## config.mk

```make
export PLATFORM = sky130hd
export DESIGN_NAME = desk_uart_frame_handler_unit
export DESIGN_NICKNAME = d
export VERILOG_FILES = /design/src/rtl/duf_pkg.sv /design/src/rtl/duf_front.sv /design/src/rtl/duf_cmd_fifo.sv /design/src/rtl/duf_back.sv /design/src/rtl/desk_uart_frame_handler_unit.sv
export SDC_FILE = /design/constraint.sdc
export NUM_CORES = 1
export LEC_CHECK = 0
export BUFFER_PORTS_ARGS = -buffer_cell sky130_fd_sc_hd__buf_2
export CORE_ASPECT_RATIO = 1.2
export CORE_MARGIN = 2
export CORE_UTILIZATION = 35
export DETAILED_ROUTE_END_ITERATION = 8
export GPL_ROUTABILITY_DRIVEN = 0
export GPL_TIMING_DRIVEN = 0
export PLACE_DENSITY = 0.51
export REMOVE_ABC_BUFFERS = 1
export SLEW_MARGIN = 20
export SYNTH_ARGS = -nofsm -noshare
export SYNTH_HDL_FRONTEND = slang
export SYNTH_SLANG_ARGS = --single-unit
```

## constraint.sdc

```tcl
create_clock -name i_clk -period 9.04 [get_ports i_clk]
set_input_delay 1.356 -clock i_clk [delete_from_list [all_inputs] [get_ports i_clk]]
set_output_delay 1.356 -clock i_clk [all_outputs]
set_load 0.05 [all_outputs]
```

## src/rtl/duf_pkg.sv

```systemverilog
// shared types and constants for the desk uart frame handler
// no dependencies; imported by every module of the block
`timescale 1ns / 1ps
`default_nettype none

package duf_pkg;

    // frame header and button packet bytes
    localparam logic [7:0] HDR_ACT   = 8'h99;
    localparam logic [7:0] HDR_TGT   = 8'h98;
    localparam logic [7:0] BTN_SYNC  = 8'hD8;
    localparam logic [7:0] BTN_CMD   = 8'h78;

    // idle counter limits
    localparam logic [15:0] IDLE_MAX      = 16'hFFFF;
    localparam logic [15:0] TIMEOUT_RESET = 16'd1000;

    // frame lengths after the header byte
    localparam logic [2:0] ACT_DATA_BYTES = 3'd3;
    localparam logic [2:0] TGT_DATA_BYTES = 3'd4;

    // inch conversion: cm*12800/127 = cm*100 + floor(cm*100/127)
    localparam logic [14:0] CM_SCALE  = 15'd100;
    localparam logic [14:0] INCH_DIV  = 15'd127;
    // cm*100*2064, quotient estimate taken from bit 18 upward
    localparam logic [25:0] PROD_MUL  = 26'd206400;
    localparam int          PROD_SHIFT = 18;

    // command queue depth
    localparam int CMD_DEPTH = 4;
    localparam int CMD_AW    = $clog2(CMD_DEPTH);

    // result word kinds
    typedef enum logic [2:0] {
        KIND_TX        = 3'd0,
        KIND_ACTUAL    = 3'd1,
        KIND_TARGET    = 3'd2,
        KIND_SUM_FAIL  = 3'd3,
        KIND_PAIR_FAIL = 3'd4
    } t_kind;

    // work handed from the front to the back
    typedef struct packed {
        logic       has_report;
        t_kind      rep_kind;
        logic [7:0] cm;
        logic [7:0] motion;
        logic       has_buttons;
        logic [7:0] button;
    } t_cmd;

endpackage

`default_nettype wire

```

## src/rtl/duf_front.sv

```systemverilog
// front end: frame parsing, idle counter and wake decision
// depends on duf_pkg; emits one command per item that causes results
`timescale 1ns / 1ps
`default_nettype none

module duf_front (
    input  wire logic          i_clk,
    input  wire logic          i_rst_n,
    input  wire logic          i_accept,
    input  wire logic          i_req_type,
    input  wire logic [7:0]    i_rx_byte,
    input  wire logic [7:0]    i_button_code,
    input  wire logic          i_cfg_we,
    input  wire logic [15:0]   i_cfg_data,
    output logic               o_cmd_valid,
    output duf_pkg::t_cmd      o_cmd
);
    import duf_pkg::*;

    typedef enum logic [2:0] {
        MODE_IDLE = 3'b001,
        MODE_ACT  = 3'b010,
        MODE_TGT  = 3'b100
    } t_mode;

    t_mode       r_mode, n_mode;
    logic [2:0]  r_cnt, n_cnt;
    logic [7:0]  r_fb [4];
    logic [7:0]  r_actual, n_actual;
    logic [7:0]  r_target, n_target;
    logic [15:0] r_idle, n_idle;
    logic [15:0] r_timeout;
    logic        fb_we;
    logic [15:0] tick_inc;
    logic [7:0]  sum;
    t_cmd        cmd;

    // next state and command
    always_comb begin
        n_mode   = r_mode;
        n_cnt    = r_cnt;
        n_actual = r_actual;
        n_target = r_target;
        n_idle   = r_idle;
        fb_we    = 1'b0;
        cmd      = '0;
        cmd.rep_kind = KIND_TX;
        cmd.button   = i_button_code;
        tick_inc = (r_idle == IDLE_MAX) ? r_idle : r_idle + 16'd1;
        sum      = HDR_ACT + r_fb[0] + r_fb[1] + r_fb[2];
        if (i_accept) begin
            if (i_req_type) begin
                // tick: count idle time, wake the link when it has slept and a button is pressed or no target is set
                if (tick_inc >= r_timeout && (i_button_code != 8'd0 || r_target == 8'd0)) begin
                    cmd.has_buttons = 1'b1;
                    n_idle          = '0;
                end else begin
                    n_idle = tick_inc;
                end
            end else begin
                n_idle = '0;
                unique case (r_mode)
                    MODE_IDLE: begin
                        if (i_rx_byte == HDR_ACT) begin
                            n_mode = MODE_ACT;
                            n_cnt  = '0;
                        end else if (i_rx_byte == HDR_TGT) begin
                            n_mode = MODE_TGT;
                            n_cnt  = '0;
                        end
                    end
                    MODE_ACT: begin
                        if (r_cnt < ACT_DATA_BYTES) begin
                            fb_we = 1'b1;
                            n_cnt = r_cnt + 3'd1;
                        end else begin
                            cmd.has_report = 1'b1;
                            if (sum == i_rx_byte) begin
                                n_actual     = r_fb[2];
                                cmd.rep_kind = KIND_ACTUAL;
                                cmd.cm       = r_fb[2];
                                cmd.motion   = r_fb[0];
                            end else begin
                                cmd.rep_kind = KIND_SUM_FAIL;
                            end
                            n_mode = MODE_IDLE;
                            n_cnt  = '0;
                        end
                    end
                    MODE_TGT: begin
                        if (r_cnt < TGT_DATA_BYTES) begin
                            fb_we = 1'b1;
                            n_cnt = r_cnt + 3'd1;
                        end else begin
                            cmd.has_report  = 1'b1;
                            cmd.has_buttons = 1'b1;
                            if (r_fb[0] == HDR_TGT && r_fb[1] == r_fb[2]
                                && r_fb[3] == i_rx_byte) begin
                                n_target     = r_fb[3];
                                cmd.rep_kind = KIND_TARGET;
                                cmd.cm       = r_fb[3];
                            end else begin
                                cmd.rep_kind = KIND_PAIR_FAIL;
                            end
                            n_mode = MODE_IDLE;
                            n_cnt  = '0;
                        end
                    end
                    default: begin
                        n_mode = MODE_IDLE;
                        n_cnt  = '0;
                    end
                endcase
            end
        end
    end

    assign o_cmd_valid = i_accept && (cmd.has_report || cmd.has_buttons);
    assign o_cmd       = cmd;

    // control state
    always_ff @(posedge i_clk) begin
        if (!i_rst_n) begin
            r_mode    <= MODE_IDLE;
            r_cnt     <= '0;
            r_actual  <= '0;
            r_target  <= '0;
            r_idle    <= '0;
            r_timeout <= TIMEOUT_RESET;
        end else begin
            r_mode   <= n_mode;
            r_cnt    <= n_cnt;
            r_actual <= n_actual;
            r_target <= n_target;
            r_idle   <= n_idle;
            if (i_cfg_we) begin
                r_timeout <= i_cfg_data;
            end
        end
    end

    // frame byte store, no reset
    always_ff @(posedge i_clk) begin
        if (fb_we) begin
            r_fb[r_cnt[1:0]] <= i_rx_byte;
        end
    end

endmodule

`default_nettype wire

```

## src/rtl/duf_cmd_fifo.sv

```systemverilog
// short command queue between front and back
// depends on duf_pkg for the command type and depth
`timescale 1ns / 1ps
`default_nettype none

module duf_cmd_fifo (
    input  wire logic          i_clk,
    input  wire logic          i_rst_n,
    input  wire logic          i_push,
    input  wire duf_pkg::t_cmd i_data,
    output logic               o_full,
    input  wire logic          i_pop,
    output logic               o_valid,
    output duf_pkg::t_cmd      o_data
);
    import duf_pkg::*;

    t_cmd              r_mem [CMD_DEPTH];
    logic [CMD_AW-1:0] r_wr, r_rd;
    logic [CMD_AW:0]   r_count;
    logic              do_push, do_pop;

    assign o_full  = (r_count == (CMD_AW+1)'(CMD_DEPTH));
    assign o_valid = (r_count != '0);
    assign o_data  = r_mem[r_rd];
    assign do_push = i_push && !o_full;
    assign do_pop  = i_pop && o_valid;

    // pointers and fill count
    always_ff @(posedge i_clk) begin
        if (!i_rst_n) begin
            r_wr    <= '0;
            r_rd    <= '0;
            r_count <= '0;
        end else begin
            if (do_push) begin
                r_wr <= r_wr + 1'b1;
            end
            if (do_pop) begin
                r_rd <= r_rd + 1'b1;
            end
            r_count <= r_count + (CMD_AW+1)'(do_push) - (CMD_AW+1)'(do_pop);
        end
    end

    // entry storage
    always_ff @(posedge i_clk) begin
        if (do_push) begin
            r_mem[r_wr] <= i_data;
        end
    end

endmodule

`default_nettype wire

```

## src/rtl/duf_back.sv

```systemverilog
// back end: inch conversion and expansion of commands into result words
// depends on duf_pkg; drives the registered result port
`timescale 1ns / 1ps
`default_nettype none

module duf_back (
    input  wire logic          i_clk,
    input  wire logic          i_rst_n,
    input  wire logic          i_cmd_valid,
    input  wire duf_pkg::t_cmd i_cmd,
    output logic               o_cmd_pop,
    output logic               o_valid,
    input  wire logic          i_pop,
    output logic [2:0]         o_kind,
    output logic [7:0]         o_tx_byte,
    output logic [7:0]         o_height_cm,
    output logic [14:0]        o_height_in_q8,
    output logic [7:0]         o_motion,
    output logic               o_last
);
    import duf_pkg::*;

    typedef enum logic [3:0] {
        S_IDLE = 4'b0001,
        S_MUL  = 4'b0010,
        S_DIV  = 4'b0100,
        S_EMIT = 4'b1000
    } t_state;

    localparam logic [2:0] BEAT_REPORT = 3'd0;
    localparam logic [2:0] BEAT_SYNC0  = 3'd1;
    localparam logic [2:0] BEAT_SYNC1  = 3'd2;
    localparam logic [2:0] BEAT_CMD    = 3'd3;
    localparam logic [2:0] BEAT_BTN0   = 3'd4;
    localparam logic [2:0] BEAT_BTN1   = 3'd5;

    t_state      r_state, n_state;
    t_cmd        r_cmd, n_cmd;
    logic [25:0] r_prod, n_prod;
    logic [14:0] r_inch, n_inch;
    logic [2:0]  r_beat, n_beat;
    logic        r_out_valid, n_out_valid;
    logic [2:0]  r_kind, n_kind;
    logic [7:0]  r_tx, n_tx;
    logic [7:0]  r_cm, n_cm;
    logic [14:0] r_inq, n_inq;
    logic [7:0]  r_mot, n_mot;
    logic        r_last, n_last;

    logic        emit_ok;
    logic [7:0]  q0;
    logic [14:0] y, rem;
    logic        beat_last;

    assign emit_ok = !r_out_valid || i_pop;

    // remainder correction of the quotient estimate
    always_comb begin
        y   = 15'(r_cmd.cm) * CM_SCALE;
        q0  = r_prod[PROD_SHIFT +: 8];
        rem = y - 15'(q0) * INCH_DIV;
    end

    // sequencer
    always_comb begin
        n_state     = r_state;
        n_cmd       = r_cmd;
        n_prod      = r_prod;
        n_inch      = r_inch;
        n_beat      = r_beat;
        n_out_valid = r_out_valid && !i_pop;
        n_kind      = r_kind;
        n_tx        = r_tx;
        n_cm        = r_cm;
        n_inq       = r_inq;
        n_mot       = r_mot;
        n_last      = r_last;
        o_cmd_pop   = 1'b0;
        beat_last   = (r_beat == BEAT_BTN1) || (r_beat == BEAT_REPORT && !r_cmd.has_buttons);
        unique case (r_state)
            S_IDLE: begin
                if (i_cmd_valid) begin
                    o_cmd_pop = 1'b1;
                    n_cmd     = i_cmd;
                    n_state   = S_MUL;
                end
            end
            S_MUL: begin
                n_prod  = 26'(r_cmd.cm) * PROD_MUL;
                n_state = S_DIV;
            end
            S_DIV: begin
                n_inch  = y + 15'(q0) + 15'(rem >= INCH_DIV);
                n_beat  = r_cmd.has_report ? BEAT_REPORT : BEAT_SYNC0;
                n_state = S_EMIT;
            end
            S_EMIT: begin
                if (emit_ok) begin
                    // load one word into the output register
                    n_out_valid = 1'b1;
                    n_last      = beat_last;
                    n_kind      = KIND_TX;
                    n_tx        = '0;
                    n_cm        = '0;
                    n_inq       = '0;
                    n_mot       = '0;
                    unique case (r_beat)
                        BEAT_REPORT: begin
                            n_kind = r_cmd.rep_kind;
                            n_cm   = r_cmd.cm;
                            n_inq  = r_inch;
                            n_mot  = r_cmd.motion;
                        end
                        BEAT_SYNC0, BEAT_SYNC1: n_tx = BTN_SYNC;
                        BEAT_CMD:               n_tx = BTN_CMD;
                        BEAT_BTN0, BEAT_BTN1:   n_tx = r_cmd.button;
                        default:                n_tx = '0;
                    endcase
                    if (beat_last) begin
                        n_state = S_IDLE;
                    end else begin
                        n_beat = r_beat + 3'd1;
                    end
                end
            end
            default: n_state = S_IDLE;
        endcase
    end

    // control state
    always_ff @(posedge i_clk) begin
        if (!i_rst_n) begin
            r_state     <= S_IDLE;
            r_out_valid <= 1'b0;
        end else begin
            r_state     <= n_state;
            r_out_valid <= n_out_valid;
        end
    end

    // payload registers
    always_ff @(posedge i_clk) begin
        r_cmd  <= n_cmd;
        r_prod <= n_prod;
        r_inch <= n_inch;
        r_beat <= n_beat;
        r_kind <= n_kind;
        r_tx   <= n_tx;
        r_cm   <= n_cm;
        r_inq  <= n_inq;
        r_mot  <= n_mot;
        r_last <= n_last;
    end

    assign o_valid        = r_out_valid;
    assign o_kind         = r_kind;
    assign o_tx_byte      = r_tx;
    assign o_height_cm    = r_cm;
    assign o_height_in_q8 = r_inq;
    assign o_motion       = r_mot;
    assign o_last         = r_last;

endmodule

`default_nettype wire

```

## src/rtl/desk_uart_frame_handler_unit.sv

```systemverilog
// Desk UART frame handler. Input words are received bytes or millisecond
// ticks; the front parses 0x99 and 0x98 frames, runs the idle/wake counter
// and takes a new word every cycle while its four-entry command queue has
// room. The back pulls one command at a time, runs the cm-to-inch conversion
// (one constant multiply, then a correction step) and then gives one result
// word per cycle into the output register while pop keeps up; a command
// gives n result words (n up to 6: report plus five-byte button packet). The
// wake timeout register is always ready and should be written while the block
// is idle. Depends on duf_pkg, duf_front, duf_cmd_fifo and duf_back.
`timescale 1ns / 1ps
`default_nettype none

module desk_uart_frame_handler_unit (
    input  wire logic        i_clk,
    input  wire logic        i_rst_n,
    input  wire logic        push,
    output logic             full,
    input  wire logic        i_req_type,
    input  wire logic [7:0]  i_rx_byte,
    input  wire logic [7:0]  i_button_code,
    output logic             empty,
    input  wire logic        pop,
    output logic [2:0]       o_kind,
    output logic [7:0]       o_tx_byte,
    output logic [7:0]       o_height_cm,
    output logic [14:0]      o_height_in_q8,
    output logic [7:0]       o_motion,
    output logic             o_last,
    input  wire logic        i_cfg_valid,
    output logic             o_cfg_ready,
    input  wire logic [15:0] i_cfg_data
);
    import duf_pkg::*;

    logic accept;
    logic front_valid;
    t_cmd front_cmd;
    logic q_valid, q_pop;
    t_cmd q_cmd;
    logic out_valid;

    assign accept      = push && !full;
    assign o_cfg_ready = 1'b1;
    assign empty       = !out_valid;

    // parser and wake logic
    duf_front u_front (
        .i_clk         (i_clk),
        .i_rst_n       (i_rst_n),
        .i_accept      (accept),
        .i_req_type    (i_req_type),
        .i_rx_byte     (i_rx_byte),
        .i_button_code (i_button_code),
        .i_cfg_we      (i_cfg_valid),
        .i_cfg_data    (i_cfg_data),
        .o_cmd_valid   (front_valid),
        .o_cmd         (front_cmd)
    );

    // command queue
    duf_cmd_fifo u_fifo (
        .i_clk   (i_clk),
        .i_rst_n (i_rst_n),
        .i_push  (front_valid),
        .i_data  (front_cmd),
        .o_full  (full),
        .i_pop   (q_pop),
        .o_valid (q_valid),
        .o_data  (q_cmd)
    );

    // result word generation
    duf_back u_back (
        .i_clk          (i_clk),
        .i_rst_n        (i_rst_n),
        .i_cmd_valid    (q_valid),
        .i_cmd          (q_cmd),
        .o_cmd_pop      (q_pop),
        .o_valid        (out_valid),
        .i_pop          (pop),
        .o_kind         (o_kind),
        .o_tx_byte      (o_tx_byte),
        .o_height_cm    (o_height_cm),
        .o_height_in_q8 (o_height_in_q8),
        .o_motion       (o_motion),
        .o_last         (o_last)
    );

endmodule

`default_nettype wire

```

# Word level (Yosys, flattened, before mapping)
# Memory sizes are Yosys's and may differ from the RTL's. A register that Yosys moved wholly into a read port is not among the register bits.
# Index checks and enable logic that the tools add are counted.
dict set report word_totals {
  ram_bits 148
  out_inout_bits 46
  reg_bits 139
  in_bits 38
  mem_count 2
}
# memory depth width read_ports rd_ports_with_merged_regs wr line_no
set mem_list {}
lappend mem_list {u_fifo.r_mem 4 29 1 1 1 duf_cmd_fifo.sv:18} ;# t_cmd r_mem [CMD_DEPTH];
lappend mem_list {u_front.r_fb 4 8 4 0 1 duf_front.sv:28} ;# logic [7:0] r_fb [4];
dict set report op_classes {
  eq_ne 27
  n_mux 49
  bitwise_logic 2
  reduce_logical 31
  mul 3
  n_lt_le_gt_ge 4
  n_addsub 13
}
# op n
set ops {}
lappend ops {{16-bit 2-to-1 mux} 4}
lappend ops {{20-bit 2-to-1 mux} 2}
lappend ops {{3-bit 2-to-1 mux} 11}
lappend ops {{8-bit == test} 3}
lappend ops {{8-bit == test (second input constant)} 3}
lappend ops {{12-bit one-hot mux with 2 select lines} 1}
lappend ops {{8-bit one-hot mux with 3 select lines} 1}
lappend ops {{21-bit 2-to-1 mux} 1}
lappend ops {{8-bit by 12-bit multiplier with 20-bit output (second input constant)} 1}
lappend ops {{3-bit one-hot mux with 3 select lines} 2}
lappend ops {{1-bit 2-to-1 mux} 17}
lappend ops {{16-bit by 1-bit adder with 16-bit output (second input constant)} 1}
lappend ops {{8-bit adder} 2}
lappend ops {{16-bit == test (second input constant)} 1}
lappend ops {{16-bit greater-or-equal comparator} 1}
lappend ops {{8-bit 2-to-1 mux} 2}
lappend ops {{4-bit one-hot mux with 4 select lines} 1}
lappend ops {{15-bit by 1-bit adder with 15-bit output} 1}
lappend ops {{15-bit by 8-bit adder with 15-bit output} 1}
lappend ops {{15-bit by 7-bit greater-or-equal comparator with 1-bit output (second input constant)} 1}
lappend ops {{8-bit by 7-bit multiplier with 15-bit output (second input constant)} 1}
lappend ops {{15-bit subtractor} 1}
lappend ops {{8-bit by 5-bit multiplier with 13-bit output (second input constant)} 1}
lappend ops {{3-bit == test (second input constant)} 4}
lappend ops {{other kinds (34)} 65}

# Depth between registers and ports, before layout
# An unclocked memory read counts as a cell.
dict set report depth {
  ltp_word 15
  ltp_mapped 30
}

# Modules after synthesis
# From an unflattened synthesis, not the netlist that was laid out.
dict set report hier_totals {
  hier_cells 1358
  area_unflattened_um2 17130.2
}
# mod instances cells_per_inst area_each_um2
set by_module_without_submodules {}
lappend by_module_without_submodules {duf_back 1 646 7490.9}
lappend by_module_without_submodules {duf_front 1 509 4939.7}
lappend by_module_without_submodules {duf_cmd_fifo 1 199 4670.7}
lappend by_module_without_submodules {desk_uart_frame_handler_unit 1 4 28.8}

# Worst setup path before layout
# Ideal clock, no wire load.
dict set report synth_timing {
  kind {register -> register}
  start {reg u_back.r_cmd[19] (netlist bit)}
  end {reg u_back.r_inch[14], data pin}
  stages_incl_launch_ff 29
  setup_time_ps 264
  required_time_ps 8776
  path_buffers 0
  slack_ps 2385
  arrival_time_ps 6391
  path_cell_list {edfxtp_1 -> ha_1 -> ha_1 -> fa_1 -> ha_1 -> a211oi_1 -> nor2_1 -> xnor2_1 -> ha_1 -> inv_1 -> fa_1 -> inv_1 -> fa_1 -> inv_1 -> ha_1 -> and3_1 -> and3_1 -> o21a_1 -> a211oi_2 -> xor2_1 -> nand4_1 -> ha_1 -> nand2_1 -> o21bai_1 -> a21oi_1 -> o21ai_0 -> o21ai_0 -> nor3_1 -> xnor2_1}
}
dict set report synth_between {
  elab_chain_len 4
  elab_cells_between_ends 5
}
# item line_no
set synth_lines {}
lappend synth_lines {{from (decl)} duf_back.sv:38} ;# t_cmd r_cmd, n_cmd;
lappend synth_lines {{from (signal assigned)} duf_back.sv:143} ;# r_cmd <= n_cmd;
lappend synth_lines {{8-bit by 5-bit multiplier with 13-bit output (*)} duf_back.sv:59} ;# y = 15'(r_cmd.cm) * CM_SCALE;
lappend synth_lines {{15-bit subtractor} duf_back.sv:61} ;# rem = y - 15'(q0) * INCH_DIV;
lappend synth_lines {{15-bit by 7-bit greater-or-equal comparator with 1-bit output} duf_back.sv:93} ;# n_inch = y + 15'(q0) + 15'(rem >= INCH_DIV);
lappend synth_lines {{15-bit by 1-bit adder with 15-bit output (*)} duf_back.sv:93}
lappend synth_lines {{to (signal assigned)} duf_back.sv:145} ;# r_inch <= n_inch;
lappend synth_lines {{to (decl)} duf_back.sv:40} ;# logic [14:0] r_inch, n_inch;
# Mark *: on every way between the ends. The rest lies on a longest branch, timed or not.
# A chain may end at the register's enable or synchronous reset.

# Final worst setup path
# Same ends and word-level chain as after synthesis.

==> parameters.txt <==
Parameter                              Value

Outcome
  Result of the run ... finished, final reports clean

Timing
  Final hold slack ... roughly 0.47 ns
  Final worst path period share ... just under 90%
  Clock tree skew after final layout ... 0.02312 ns
  RSZ-0062 raised after global routing ... false
  Tightest Pin Transition ... between 0.9 and 1 ns
  Sum of negative setup slack ... 0 ns
  Fin crit period ... 7.836 ns
  Max_slew headroom ... 36.52%
  Number of endpoints with negative hold slack in the final report ... 0
  Count of final max-slew check failures ... 0
  Setup-violating endpoint count in the final report ... 0
  Fmax ... ~130 MHz

Clock tree
  TritonCTS clock tree ... built
  Number of levels in the clock H-tree ... 2
  CTS clock-pin slew for the worst setup and hold paths ... roughly 0.060 ns
  Cts repair resizes ... 0
  Post-CTS Setup Inserts ... 0
  Clk buf depth ... 3
  Number of buffers inserted by hold repair at cts ... 0
  TritonCTS sink count ... between 300 and 400
  TritonCTS buffer count ... 35
  Clock latency reported for the late side of the worst-skew pair ... approximately 0.56 ns
  CTS root buffer ... sky130_fd_sc_hd__clkbuf_16

Yosys
  Flop and latch count out of synthesis ... around 300
  Cells after synthesis ... 1325
  Synthesis warning total ... 0
  Post-synth top area share ... between 40% and 50%
  Number of distinct library cell variants in the gate-level netlist after synthesis ... between 70 and 80
  Share of synthesized flip-flops with an asynchronous set or reset ... 0%
  Combined area of all synthesized cells ... 16810 µm²
  Most area-consuming cells after synthesis ... sky130_fd_sc_hd__edfxtp_1 44%, sky130_fd_sc_hd__ha_1 11%, sky130_fd_sc_hd__dfxtp_1 6.9%
  Most used flip-flop cell after synthesis ... sky130_fd_sc_hd__edfxtp_1
  Library cell with the largest summed area after synthesis ... sky130_fd_sc_hd__edfxtp_1
  Number of enable-type register cells in the synthesized netlist ... about 250
  Sequential area share after synthesis ... about half
  Synthesized area divided by synthesized cell count ... around 13 µm²

Job
  Number of maximum-capacitance constraint violations ... 0

Worst setup path
  Category of the most critical setup path ... register to register
  Cell mode on critical path ... sky130_fd_sc_hd__ha_1
  Critical path startpoint category ... register
  Kind of capture point of the worst setup path ... register
  Reg2Reg Depth ... 28
  Required time reported for the critical path endpoint ... approximately 9.3 ns
  Critical-path maximum fanout ... 7
  Max stage delay cell, worst path ... sky130_fd_sc_hd__edfxtp_1
  Delay of the slowest cell on the worst path ... approximately 0.64 ns
  Data arrival time of the worst path ... roughly 8.1 ns

Floorplanning
  Initial Util ... 35.18%
  DIE AREA ... about 50000 µm²
  Die X-Extent ... about 200 µm
  I/O pins ... between 80 and 90
  Rows ... 88
  Core Region ... roughly 48000 µm²
  Die extent in y ... ~240 µm

Detailed routing
  Remaining antenna violation count after routing ... 0
  Number of design-rule violations left by the first detailed-router iteration ... 512
  Via/cell ratio ... 4.820
  Met3 routed WL ... 1211 µm
  Routed wire length ... roughly 36000 µm
  Via count of the routed design ... 10020
  Number of iterations in the first detailed-routing pass ... 5
  Post-DR wirelength/cell ... roughly 17 µm
  Met2 wirelength from detailed routing ... ~18000 µm
  DRT met1 WL ... 14970 µm
  Highest metal layer with signal wires ... met5
  Number of remaining DRC errors ... 0

Global route
  All-Layer GR Usage ... between 10% and 20%
  Wire length of the first global-routing pass ... between 50000 and 60000 µm
  Via count of the first global-routing pass ... 10530
  Global route total overflow ... 0
  Maximum number of pins on one net before global-route repair ... 56
  Antenna violations before repair ... 3

Cells and area
  Commonest non-fill, non-tap cell in the layout ... sky130_fd_sc_hd__edfxtp_1
  Area added between synthesis and finish ... 14.03%
  Final net count ... between 1500 and 2000
  Proportion of layout cells with a drive suffix above 1 ... about 14%
  Highest-count cells in the layout ignoring fill and taps ... 246 x sky130_fd_sc_hd__edfxtp_1, 153 x sky130_fd_sc_hd__ha_1, 150 x sky130_fd_sc_hd__inv_1, 83 x sky130_fd_sc_hd__buf_2, 59 x sky130_fd_sc_hd__nand2_1

Placed design
  PortBufs ... a little over 80
  HPWL after detailed placement ... about 26000 µm

Worst hold path
  Min-Delay Path Depth ... 2
  Path class of the lowest-slack min-delay path ... register to register
[kinds of logic after synthesis]
family | synth area share (%)
xor+xnor | 3.751
compound gates | 7.145
flops | 50.84
other cells | 0.02230
buf+inv | 4.227
fa+ha+maj | 18.29
mux | 4.852
simple gates | 10.87
[through the flow]
| stage | setup WS (ns) | util, % | area, µm² | cells |
|---|---|---|---|---|
| after floorplan | 2.385 | - | 16670 | 1293 |
| after global placement | 1.181 | 37.40 | 17870 | 2005 |
| after global routing | 0.5953 | 40.12 | 19170 | 2078 |
| after detailed placement | 1.111 | 37.77 | 18050 | 2013 |
| final | 1.204 | 40.12 | 19170 | 2078 |
| after CTS | 1.096 | 40.11 | 19170 | 2077 |
[synth_stat cells (17+ instances only)]
master,n
sky130_fd_sc_hd__and2_1,59
sky130_fd_sc_hd__o21ai_0,30
sky130_fd_sc_hd__nor2b_1,31
sky130_fd_sc_hd__dfxtp_1,58
sky130_fd_sc_hd__ha_1,153
sky130_fd_sc_hd__clkbuf_1,20
sky130_fd_sc_hd__nand3_1,25
sky130_fd_sc_hd__fa_1,58
sky130_fd_sc_hd__nor2_1,59
sky130_fd_sc_hd__a21oi_1,42
sky130_fd_sc_hd__edfxtp_1,246
sky130_fd_sc_hd__nand2_1,59
sky130_fd_sc_hd__xor2_1,17
sky130_fd_sc_hd__inv_1,151
sky130_fd_sc_hd__xnor2_1,55
sky130_fd_sc_hd__mux4_2,29
[path summary, 6_finish.rpt]
check	startpoint	to	slack [ns]
worst max-delay path	u_back.r_cmd[19]	u_back.r_inch[14]	1.20
worst min-delay path	u_front.r_target[3]	u_front.r_target[3]	0.47
worst max register to register	u_back.r_cmd[19]	u_back.r_inch[14]	1.20
worst min register to register	u_front.r_target[3]	u_front.r_target[3]	0.47
[critical path: cells and delay by family (launching register included)]
family | cells | cell delay, ns
adder cells (fa/ha/maj) | 9 | 3.29
buffers and inverters | 3 | 0.14
AND/OR/NAND/NOR | 6 | 0.94
flip-flops | 1 | 0.64
XOR/XNOR | 3 | 0.93
AO/OA/AOI/OAI | 7 | 1.62
[layer usage]
layer  vias up  track usage (%)
met3        61            2.745
met2       144            26.73
met1      4875            17.27
met5         -                0
li1       4931                -
met4         4            4.604
[cell type report]
cell class | instances | area [µm²]
Inverter | 152 | 573.1
Clock inverter | 19 | 196.4
Sequential cell | 304 | 8553
Clock buffer | 45 | 923.4
Multi-Input combinational cell | 837 | 7591
Timing Repair Buffer | 90 | 543.0
Tap cell | 630 | 788.3
Antenna cell | 1 | 2.502
Fill cell | 4616 | 28610
[flip-flops by register name, summed over array words and instances (netlist names), 3 cells and up]
name,count
u_front.r_mode,3
u_back.o_tx_byte,8
u_fifo.r_count,3
u_back.r_state,4
u_back.o_height_in_q8,15
u_back.r_beat,3
u_front.r_fb,32
u_front.r_target,8
u_back.o_motion,8
u_back.r_cmd,29
u_front.r_timeout,16
u_front.r_idle,16
u_fifo.r_mem,116
u_back.r_inch,15
u_front.r_cnt,3
u_back.o_height_cm,8
u_back.o_kind,3
u_back.r_prod,8
Power is not shown: default switching activity piles up to over one toggle a cycle in this logic, so the estimate is an artifact.
